### src/ird_pkg.sv
package ird_pkg;

   localparam int LEVELS    = 16;
   localparam int MIN_LEVEL = 0;
   localparam int LEVEL_W   = 4;
   localparam int DUTY_W    = 9;
   localparam int CNT_W     = 8;
   localparam int KEYS      = 8;
   localparam int KEY_W     = 63;
   localparam int CSR_IDX_W = 3;

   localparam logic [LEVEL_W-1:0] TOP_LEVEL = LEVEL_W'(LEVELS - 1);
   localparam logic [LEVEL_W-1:0] BOT_LEVEL = LEVEL_W'(MIN_LEVEL);
   localparam logic [CNT_W-1:0]   CNT_MAX   = '1;

   // frame event kinds
   localparam logic [1:0] FUNC_TICK   = 2'd0;
   localparam logic [1:0] FUNC_FRAME  = 2'd1;
   localparam logic [1:0] FUNC_REPEAT = 2'd2;

   // key slots within key_codes
   localparam logic [2:0] KEY_UP   = 3'd0;
   localparam logic [2:0] KEY_DOWN = 3'd1;
   localparam logic [2:0] KEY_OFF  = 3'd2;
   localparam logic [2:0] KEY_ON   = 3'd3;

   // register indexes
   localparam logic [CSR_IDX_W-1:0] CSR_DEVICE_ADDRESS     = 3'd0;
   localparam logic [CSR_IDX_W-1:0] CSR_KEY_CODES          = 3'd1;
   localparam logic [CSR_IDX_W-1:0] CSR_REPEAT_DELAY       = 3'd2;
   localparam logic [CSR_IDX_W-1:0] CSR_BLINK_LENGTH       = 3'd3;
   localparam logic [CSR_IDX_W-1:0] CSR_REPEAT_TIMEOUT     = 3'd4;
   localparam logic [CSR_IDX_W-1:0] CSR_SAVE_DELAY         = 3'd5;
   localparam logic [CSR_IDX_W-1:0] CSR_SAVE_ENABLE        = 3'd6;
   localparam logic [CSR_IDX_W-1:0] CSR_INITIAL_BRIGHTNESS = 3'd7;

   localparam logic [LEVEL_W-1:0] RESET_BRIGHTNESS = 4'd15;

   function automatic logic [LEVEL_W-1:0] clamp_level(input logic [LEVEL_W-1:0] v);
      return (v > TOP_LEVEL) ? TOP_LEVEL : v;
   endfunction

   function automatic logic [7:0] gamma_value(input logic [LEVEL_W-1:0] lvl);
      logic [7:0] g;
      unique case (lvl)
         4'd0:    g = 8'd0;
         4'd1:    g = 8'd4;
         4'd2:    g = 8'd6;
         4'd3:    g = 8'd9;
         4'd4:    g = 8'd12;
         4'd5:    g = 8'd16;
         4'd6:    g = 8'd21;
         4'd7:    g = 8'd28;
         4'd8:    g = 8'd37;
         4'd9:    g = 8'd49;
         4'd10:   g = 8'd64;
         4'd11:   g = 8'd84;
         4'd12:   g = 8'd111;
         4'd13:   g = 8'd146;
         4'd14:   g = 8'd192;
         default: g = 8'd255;
      endcase
      return g;
   endfunction

   // preset keys occupy slots four to seven
   function automatic logic [LEVEL_W-1:0] preset_level(input logic [1:0] sel);
      logic [LEVEL_W-1:0] p;
      unique case (sel)
         2'd0:    p = 4'd1;
         2'd1:    p = 4'd6;
         2'd2:    p = 4'd12;
         default: p = 4'd15;
      endcase
      return clamp_level(p);
   endfunction

endpackage

### src/ir_remote_dimmer_controller.sv
// channel | ports                                   | direction
// req     | req_valid/req_ready, func, frame_bits   | in, one control tick per transfer
// rsp     | rsp_valid/rsp_ready, duty, lit, save    | out, one result per tick
// csr     | csr_valid/csr_ready, index, data        | in, register writes
// a tick is decoded and the state updated in the cycle of its transfer; the
// result is registered for the next cycle; one tick per clock unless rsp stalls.
// req_ready stays high while the output register is empty or being drained,
// so a stalled rsp side stalls req after one result. csr is always ready.
// synchronous reset sets rsp_valid, configuration and state, but not the result payload.
module ir_remote_dimmer_controller (
   input  logic                              clock,
   input  logic                              reset,
   input  logic                              req_valid,
   output logic                              req_ready,
   input  logic [1:0]                        req_func,
   input  logic [31:0]                       req_frame_bits,
   output logic                              rsp_valid,
   input  logic                              rsp_ready,
   output logic [ird_pkg::DUTY_W-1:0]        rsp_pwm_duty,
   output logic                              rsp_indicator_lit,
   output logic                              rsp_save_request,
   output logic [ird_pkg::LEVEL_W-1:0]       rsp_save_value,
   input  logic                              csr_valid,
   output logic                              csr_ready,
   input  logic [ird_pkg::CSR_IDX_W-1:0]     csr_index,
   input  logic [ird_pkg::KEY_W-1:0]         csr_data
);
   import ird_pkg::*;

   // configuration
   logic [7:0]         dev_addr_ff;
   logic [KEY_W-1:0]   key_codes_ff;
   logic [CNT_W-1:0]   rep_delay_ff;
   logic [CNT_W-1:0]   blink_len_ff;
   logic [CNT_W-1:0]   rep_timeout_ff;
   logic [CNT_W-1:0]   save_delay_ff;
   logic               save_en_ff;

   // state
   logic [LEVEL_W-1:0] bright_ff, bright_in;
   logic               on_ff, on_in;
   logic [DUTY_W-1:0]  duty_ff, duty_in;
   logic [7:0]         last_cmd_ff, last_cmd_in;
   logic [CNT_W-1:0]   rep_cnt_ff, rep_cnt_in;
   logic [CNT_W-1:0]   idle_cnt_ff, idle_cnt_in;
   logic [CNT_W-1:0]   blink_cnt_ff, blink_cnt_in;
   logic [CNT_W-1:0]   save_cnt_ff, save_cnt_in;
   logic [LEVEL_W-1:0] stored_ff, stored_in;

   // result register
   logic               rsp_valid_ff;
   logic [DUTY_W-1:0]  rsp_duty_ff;
   logic               rsp_lit_ff, rsp_lit_in;
   logic               rsp_req_ff, rsp_req_in;
   logic [LEVEL_W-1:0] rsp_val_ff, rsp_val_in;

   logic req_xfer;
   logic csr_xfer;

   assign req_ready = ~rsp_valid_ff | rsp_ready;
   assign req_xfer  = req_valid & req_ready;
   assign csr_ready = 1'b1;
   assign csr_xfer  = csr_valid;

   always_comb begin
      logic [7:0]         fr_cmd;
      logic               fr_ok;
      logic               exec_en;
      logic [7:0]         exec_code;
      logic               key_hit;
      logic [2:0]         key_sel;
      logic [7:0]         key_byte;
      logic [DUTY_W-1:0]  target;
      logic [KEY_W:0]     keys_ext;

      bright_in    = bright_ff;
      on_in        = on_ff;
      last_cmd_in  = last_cmd_ff;
      rep_cnt_in   = rep_cnt_ff;
      idle_cnt_in  = idle_cnt_ff;
      blink_cnt_in = blink_cnt_ff;
      save_cnt_in  = save_cnt_ff;
      stored_in    = stored_ff;
      rsp_req_in   = 1'b0;
      rsp_val_in   = '0;
      exec_en      = 1'b0;
      exec_code    = last_cmd_ff;
      key_hit      = 1'b0;
      key_sel      = '0;
      keys_ext     = {1'b0, key_codes_ff};

      fr_cmd = req_frame_bits[15:8];
      fr_ok  = (req_frame_bits[31:24] == dev_addr_ff) && (fr_cmd == ~req_frame_bits[7:0]);

      if (req_func == FUNC_FRAME) begin
         blink_cnt_in = '0;
         rep_cnt_in   = '0;
         if (fr_ok) begin
            last_cmd_in = fr_cmd;
            exec_en     = 1'b1;
            exec_code   = fr_cmd;
            idle_cnt_in = '0;
         end
      end else if (req_func == FUNC_REPEAT) begin
         blink_cnt_in = '0;
         idle_cnt_in  = '0;
         if (rep_cnt_ff >= rep_delay_ff) begin
            exec_en = 1'b1;
         end else begin
            rep_cnt_in = rep_cnt_ff + 1'b1;
         end
      end

      // first matching slot wins, so scan from the top down
      for (int k = KEYS - 1; k >= 0; k--) begin
         key_byte = keys_ext[8*k +: 8];
         if (key_byte == exec_code) begin
            key_hit = 1'b1;
            key_sel = 3'(k);
         end
      end

      if (exec_en) begin
         on_in       = 1'b1;
         save_cnt_in = '0;
         if (key_hit) begin
            if (key_sel == KEY_UP) begin
               if (bright_ff < TOP_LEVEL) bright_in = bright_ff + 1'b1;
            end else if (key_sel == KEY_DOWN) begin
               if (bright_ff > BOT_LEVEL) bright_in = bright_ff - 1'b1;
            end else if (key_sel == KEY_OFF) begin
               on_in = 1'b0;
            end else if (key_sel[2]) begin
               bright_in = preset_level(key_sel[1:0]);
            end
         end
      end

      rsp_lit_in = blink_cnt_in < blink_len_ff;
      if (rsp_lit_in) blink_cnt_in = blink_cnt_in + 1'b1;

      if (idle_cnt_in > rep_timeout_ff) last_cmd_in = dev_addr_ff;
      if (idle_cnt_in != CNT_MAX) idle_cnt_in = idle_cnt_in + 1'b1;

      if (save_cnt_in <= save_delay_ff && save_cnt_in != CNT_MAX)
         save_cnt_in = save_cnt_in + 1'b1;
      if (save_cnt_in == save_delay_ff && save_en_ff && bright_in != stored_ff) begin
         rsp_req_in = 1'b1;
         rsp_val_in = bright_in;
         stored_in  = bright_in;
      end

      target = on_in ? {gamma_value(clamp_level(bright_in)), 1'b0}
                     : {gamma_value('0), 1'b0};
      if (target > duty_ff)      duty_in = duty_ff + 1'b1;
      else if (target < duty_ff) duty_in = duty_ff - 1'b1;
      else                       duty_in = duty_ff;
   end

   always_ff @(posedge clock) begin
      if (reset) begin
         dev_addr_ff    <= '0;
         key_codes_ff   <= '0;
         rep_delay_ff   <= '0;
         blink_len_ff   <= '0;
         rep_timeout_ff <= '0;
         save_delay_ff  <= '0;
         save_en_ff     <= 1'b1;
         bright_ff      <= clamp_level(RESET_BRIGHTNESS);
         stored_ff      <= clamp_level(RESET_BRIGHTNESS);
         on_ff          <= 1'b1;
         duty_ff        <= '0;
         last_cmd_ff    <= '0;
         rep_cnt_ff     <= '0;
         idle_cnt_ff    <= '0;
         blink_cnt_ff   <= '0;
         save_cnt_ff    <= '0;
         rsp_valid_ff   <= 1'b0;
      end else begin
         if (req_xfer) begin
            bright_ff    <= bright_in;
            stored_ff    <= stored_in;
            on_ff        <= on_in;
            duty_ff      <= duty_in;
            last_cmd_ff  <= last_cmd_in;
            rep_cnt_ff   <= rep_cnt_in;
            idle_cnt_ff  <= idle_cnt_in;
            blink_cnt_ff <= blink_cnt_in;
            save_cnt_ff  <= save_cnt_in;
            rsp_valid_ff <= 1'b1;
         end else if (rsp_ready) begin
            rsp_valid_ff <= 1'b0;
         end
         if (csr_xfer) begin
            unique case (csr_index)
               CSR_DEVICE_ADDRESS:     dev_addr_ff    <= csr_data[7:0];
               CSR_KEY_CODES:          key_codes_ff   <= csr_data;
               CSR_REPEAT_DELAY:       rep_delay_ff   <= csr_data[CNT_W-1:0];
               CSR_BLINK_LENGTH:       blink_len_ff   <= csr_data[CNT_W-1:0];
               CSR_REPEAT_TIMEOUT:     rep_timeout_ff <= csr_data[CNT_W-1:0];
               CSR_SAVE_DELAY:         save_delay_ff  <= csr_data[CNT_W-1:0];
               CSR_SAVE_ENABLE:        save_en_ff     <= csr_data[0];
               CSR_INITIAL_BRIGHTNESS: begin
                  bright_ff      <= clamp_level(csr_data[LEVEL_W-1:0]);
                  stored_ff      <= clamp_level(csr_data[LEVEL_W-1:0]);
               end
               default: ;
            endcase
         end
      end
   end

   // result payload
   always_ff @(posedge clock) begin
      if (req_xfer) begin
         rsp_duty_ff <= duty_in;
         rsp_lit_ff  <= rsp_lit_in;
         rsp_req_ff  <= rsp_req_in;
         rsp_val_ff  <= rsp_val_in;
      end
   end

   assign rsp_valid         = rsp_valid_ff;
   assign rsp_pwm_duty      = rsp_duty_ff;
   assign rsp_indicator_lit = rsp_lit_ff;
   assign rsp_save_request  = rsp_req_ff;
   assign rsp_save_value    = rsp_val_ff;

endmodule

### config.mk
export PLATFORM = sky130hd
export DESIGN_NAME = ir_remote_dimmer_controller
export DESIGN_NICKNAME = d
export VERILOG_FILES = /design/src/ird_pkg.sv /design/src/ir_remote_dimmer_controller.sv
export SDC_FILE = /design/constraint.sdc
export NUM_CORES = 1
export LEC_CHECK = 0
export ABC_AREA = 1
export BUFFER_PORTS_ARGS = -buffer_cell sky130_fd_sc_hd__clkbuf_2
export CORE_MARGIN = 4
export CORE_UTILIZATION = 45
export DETAILED_ROUTE_END_ITERATION = 8
export SLEW_MARGIN = 40
export SYNTH_ARGS = -nofsm -noshare
export SYNTH_HDL_FRONTEND = slang
export SYNTH_SLANG_ARGS = --single-unit
### constraint.sdc
create_clock -name clock -period 7.3 [get_ports clock]
set_input_delay 0.73 -clock clock [delete_from_list [all_inputs] [get_ports clock]]
set_output_delay 0.73 -clock clock [all_outputs]
set_load 0.01 [all_outputs]
After elaboration in Yosys (flattened, before gate mapping). Memory sizes are Yosys's and may differ from the RTL's. Index checks and enable logic that the tools add are counted.

Register bits after elaboration: 178. Bits in read-only memories: 128. Input port bits: 105. Memories: 1.

$add $sub $neg: 8. $lt $le $gt $ge: 11. Equality and inequality tests: 28. Muxes and demuxes: 71. Bitwise operators: 4. Reductions and logical operators: 17.

Memory list: (name not given) (words 16, width 8, read ports 1, clocked after memory_dff 0, wr ports 0, line ird_pkg.sv:45) `unique case (lvl)`.

Operators by type and width (number): 8-bit two-way mux (15); 4-bit two-way mux (24); 8-bit equality test (10); 8-bit by 1-bit adder with 8-bit output (second input constant) (4); 9-bit two-way mux (3); 3-bit two-way mux (8); 1-bit two-way mux (20); 8-bit != test (second input constant) (2); 2-bit AND reduction (7); 3-bit equality test (second input constant) (4); 4-bit greater-than comparator (second input constant) (3); 4-bit one-hot mux with 3 select lines (1); 9-bit by 1-bit adder with 9-bit output (second input constant) (1); 3-bit by 2-bit equality test with 1-bit output (second input constant) (3); 9-bit greater-than comparator (1); 9-bit less-than comparator (1); 9-bit by 1-bit subtractor with 9-bit output (second input constant) (1); 7-bit by 8-bit equality test with 1-bit output (1); 8-bit >= comparator (1); 8-bit greater-than comparator (1); 8-bit <= comparator (1); 8-bit less-than comparator (1); 8-bit NOT (1); 3-bit by 1-bit equality test with 1-bit output (second input constant) (2); 16 further kinds (23).

Logic depth before layout (Yosys ltp). An unclocked memory read counts as a cell.

Depth after elaboration: 37. Gate-level depth with buffers: 52. Depth with buffers taken out: 50.

Worst setup path after synthesis. Ideal clock, no wire load.

Path kind: input to register. Start point: input port req_func[1]. End point: register duty_ff[5]. Library setup time: 115 ps. Arrival: 5872 ps. Data required time: 7185 ps. Setup slack: 1312 ps. Cell stages on the path: 47. Cells stage by stage: inv_1 -> ha_1 -> buf_4 -> inv_2 -> a21oi_2 -> nand3_2 -> nor2_8 -> nand3_4 -> buf_6 -> nand2_8 -> nand2_4 -> nand2_1 -> nand2_1 -> nor2_2 -> nand2_1 -> nor2_1 -> nand2_1 -> nand2_1 -> [... 11 more ...] -> inv_1 -> nand2_1 -> nand2_2 -> ha_1 -> nor2_1 -> nor2_1 -> nor2_1 -> ha_1 -> nand2_1 -> nor3_1 -> nand3_1 -> nand4_1 -> nand2_1 -> inv_1 -> mux2i_1 -> xor2_1 -> o21ai_0 -> inv_1.

Word-level cells in the longest chain between the ends: 34.

Ends and longest elaborated chain: from (decl) (line ir_remote_dimmer_controller.sv:15) `input logic [1:0] req_func,`; 2-bit by 1-bit equality test with 1-bit output (line ir_remote_dimmer_controller.sv:95) `if (req_func == FUNC_FRAME) begin`; 8-bit two-way mux; 7-bit by 8-bit equality test with 1-bit output (line ir_remote_dimmer_controller.sv:117) `if (key_byte == exec_code) begin`; 3-bit two-way mux (8 in series) (line ir_remote_dimmer_controller.sv:117); 2-bit equality test, or another cell as far along (line ird_pkg.sv:69) `unique case (sel)`; 4-bit one-hot mux with 3 select lines (line ird_pkg.sv:69); 4-bit two-way mux (line ir_remote_dimmer_controller.sv:133) `end else if (key_sel[2]) begin`; 4-bit two-way mux (line ir_remote_dimmer_controller.sv:131) `end else if (key_sel == KEY_OFF) begin`; [... 12 more ...]; named net bright_in[0] (line ir_remote_dimmer_controller.sv:40) `logic [LEVEL_W-1:0] bright_ff, bright_in;`; 4-bit greater-than comparator (line ird_pkg.sv:40) `return (v > TOP_LEVEL) ? TOP_LEVEL : v;`; 4-bit two-way mux (*) (line ird_pkg.sv:40); memory 16 x 8 bit (*); 9-bit two-way mux (*) (line ir_remote_dimmer_controller.sv:153) `target = on_in ? {gamma_value(clamp_level(bright_in)), 1'b0}`; 9-bit less-than comparator (line ir_remote_dimmer_controller.sv:156) `else if (target < duty_ff) duty_in = duty_ff - 1'b1;`; 9-bit two-way mux (line ir_remote_dimmer_controller.sv:156); 9-bit two-way mux (*) (line ir_remote_dimmer_controller.sv:155) `if (target > duty_ff) duty_in = duty_ff + 1'b1;`; named net duty_in[5] (line ir_remote_dimmer_controller.sv:42) `logic [DUTY_W-1:0] duty_ff, duty_in;`; to (signal assigned) (line ir_remote_dimmer_controller.sv:184) `duty_ff <= duty_in;`; to (decl) (line ir_remote_dimmer_controller.sv:42).

The timed path passes the listed nets; every way through them passes the cells marked *. The select of a mux whose other input is x is not followed. A chain may end at the register's enable or synchronous reset.

Worst setup path after layout.
Start point: input port req_func[1]. End point: register duty_ff[8].

The elaborated chain is that of the path after synthesis.

==> reports/qor.csv <==
metric,value,unit
status,"complete, no violations",
"Net Count, Synth",1773,
PortBufs,113,
Final min period,6359,ps
clk root buf,clkbuf_16,
most frequent cells in the layout,"310 x nand2_1, 236 x inv_1, 172 x o21ai_0",
most frequent CP cell,nand2_1,
Post-CTS Setup Inserts,0,
total congestion overflow,0,
Slew Limit Fails,0,
worst skew pair latency,450,ps
Sink Count,178,
n_diodes,0,
vias in the first global route,9419,
crit-path max cell delay,330,ps
Post-DRT Antenna Nets,0,
Longest Clk Path Bufs,2,
# fillers,2405,
HPWL after DPL,20.82,mm
Setup crit start kind,input pin,
CP endpoint kind,flip-flop,
worst slew pin tran,712.6,ps
"Hold Vio Cnt, Final",0,
via count,10260,
initial antenna violation count,0,
Place WS,538.3,ps
"Cell Area, Synth",10890,µm²
hold_buf cts,0,
die width,163.6,µm
Avg Vias per Cell,5.002,
final WL,28.43,mm
H-tree levels,4,
Setup CP Type,in2reg,
TritonCTS clock tree,yes,
Synth cell types,56,
first drt pass iteration count,5,
HP Class,reg2reg,
CTS Buf Count,17,
Main synth FF type,dfxtp_1,
clk slew on worst S/H paths,70,ps
IO Pins,123,
Final Worst Setup Slack,941.2,ps
Starting Density,46.13,%
die area,26760,µm²
GP Congestion,0.8738,
post-route DRC violation count,0,
Pleak,6.045,nW
Post-layout nets,1882,
routed len/inst,13.86,µm
post-synthesis cell count,1610,
core box area,23610,µm²
GRT Overall Usage,21.69,%
worst-path maximum fanout,9,
asr flop ratio synth,0,%
Slew HR,52.49,%
num rows,56,
sequential area share after synthesis,34.09,%
Worst Path Arrival,6690,ps
total power,3.102,mW
iteration-0 DRC count of the detailed router,599,
WP data required,7630,ps
register bit count reported by yosys,178,
post-CTS resize count,0,
"commonest non-fill, non-tap cell in the layout",nand2_1,
total of warnings raised by yosys,0,
worst vdd ir,0.0001317,V
"EDFF count, synth",15,
max-cap violation count,0,
Final period util,87.11,%
Placed Area,11870,µm²
slowest cell on the critical path,ha_1,
Die H,163.6,µm
Hold WS,464.4,ps
RSZ-0062 raised after global routing,false,
largest net degree at the start of global routing,97,
area grow syn2layout,14.13,%
ratio of cells with drive above 1 in the final layout,13.28,%
final instance area,12430,µm²
first-pass GRT wire length,46.76,mm
Synth Area per Inst,6.766,µm²
Setup Skew,13.57,ps
Fmax,157.3,MHz
setup_tns,0,ps
Pwr per Cell Area,249.5,nW/µm²
final setup fails,0,
==> cell type report <==
type / count / area, µm² / area share, %
well taps: 319 / 399.1 / 3.211
multi-input cells: 1134 / 6048 / 48.65
flip-flops and latches: 178 / 3714 / 29.87
inverters: 248 / 933.4 / 7.508
clock buffers: 20 / 467.9 / 3.764
repair buffers: 140 / 774.5 / 6.230
clock inverters: 12 / 95.09 / 0.7649
==> final timing paths <==
path	slack, ps	end	start	depth (start not counted)
worst max-delay path	940	duty_ff[8]$_SDFFE_PP0P_	req_func[1]	43
worst min-delay path	460	blink_len_ff[7]$_SDFFE_PP0P_	blink_len_ff[7]$_SDFFE_PP0P_	2
worst min register to register	460	blink_len_ff[7]$_SDFFE_PP0P_	blink_len_ff[7]$_SDFFE_PP0P_	2
worst max register to register	1040	duty_ff[8]$_SDFFE_PP0P_	dev_addr_ff[3]$_SDFFE_PP0P_	40
==> Yosys cell counts, drive strengths merged (2+ instances only) <==
cell type | number | area, µm²
nand4 | 20 | 175.2
or2 | 3 | 18.78
nor4 | 2 | 12.51
xnor2 | 4 | 35.03
o31ai | 2 | 15.01
o221ai | 2 | 17.52
o211ai | 8 | 60.06
nor2 | 166 | 678.2
xor2 | 21 | 183.9
a21oi | 156 | 795.8
nand2 | 337 | 1384
a21o | 2 | 15.01
clkinv | 4 | 15.01
o22ai | 6 | 37.54
ha | 58 | 725.7
nor3b | 5 | 37.54
inv | 244 | 915.9
clkbuf | 45 | 168.9
edfxtp | 15 | 450.4
nor3 | 22 | 110.1
dfxtp | 163 | 3263
buf | 5 | 37.53
nand3b | 28 | 210.2
nand3 | 100 | 518.0
o21a | 4 | 30.03
o21ai | 175 | 875.8
==> state kept, by name (all words and copies together), names as in the netlist, 4 cells and up <==
signal and flops:
blink_len_ff 8, rep_cnt_ff 8, save_cnt_ff 8, rep_delay_ff 8, key_codes_ff 63, bright_ff 4, rsp_pwm_duty 9, dev_addr_ff 8
stored_ff 4, save_delay_ff 8, blink_cnt_ff 8, rep_timeout_ff 8, idle_cnt_ff 8, rsp_save_value 4, last_cmd_ff 8, duty_ff 9
==> through the flow <==
stage	utilization [%]	std cells
3_5_place_dp	50.25	2019
4_1_cts	52.63	2051
2_1_floorplan	-	1610
5_1_grt	52.65	2051
6_report	52.65	2051
3_3_place_gp	50.21	2019
==> worst max-delay path: cells and delay by family <==
family                   cells  cell delay [ps]
AND/OR/NAND/NOR             22             2840
AO/OA/AOI/OAI                8             1330
adder cells (fa/ha/maj)      4             1040
buffers and inverters        8              600
XOR/XNOR                     1              130
==> where the power goes <==
group | switching, mW | leakage, nW | internal [mW]
logic | 0.701 | 4.29 | 0.409
clock network | 0.421 | 0.279 | 0.472
registers | 0.0357 | 1.48 | 1.06
total | 1.16 | 6.05 | 1.94
==> cell families after synthesis <==
kind of cell	after synthesis	share of synthesized area, %
buffers and inverters	298	10.44
and+or+nand+nor	684	28.92
adders and majority gates	58	6.662
AOI/OAI and AO/OA	365	17.75
muxes	1	0.09189
DFF	178	34.09
other	1	0.03443
xor gates and xnor gates	25	2.010
==> layer usage <==
layer	share of wire [%]	wire, µm	track usage, %	vias to the layer above
li1	-	-	-	5460
met1	51	14410	31.26	4562
met2	44	12400	33.87	207
met3	4.3	1226	3.659	31
met4	1.4	398	5.376	0
met5	0	0	0	-
(Power assumes the default switching activity.)
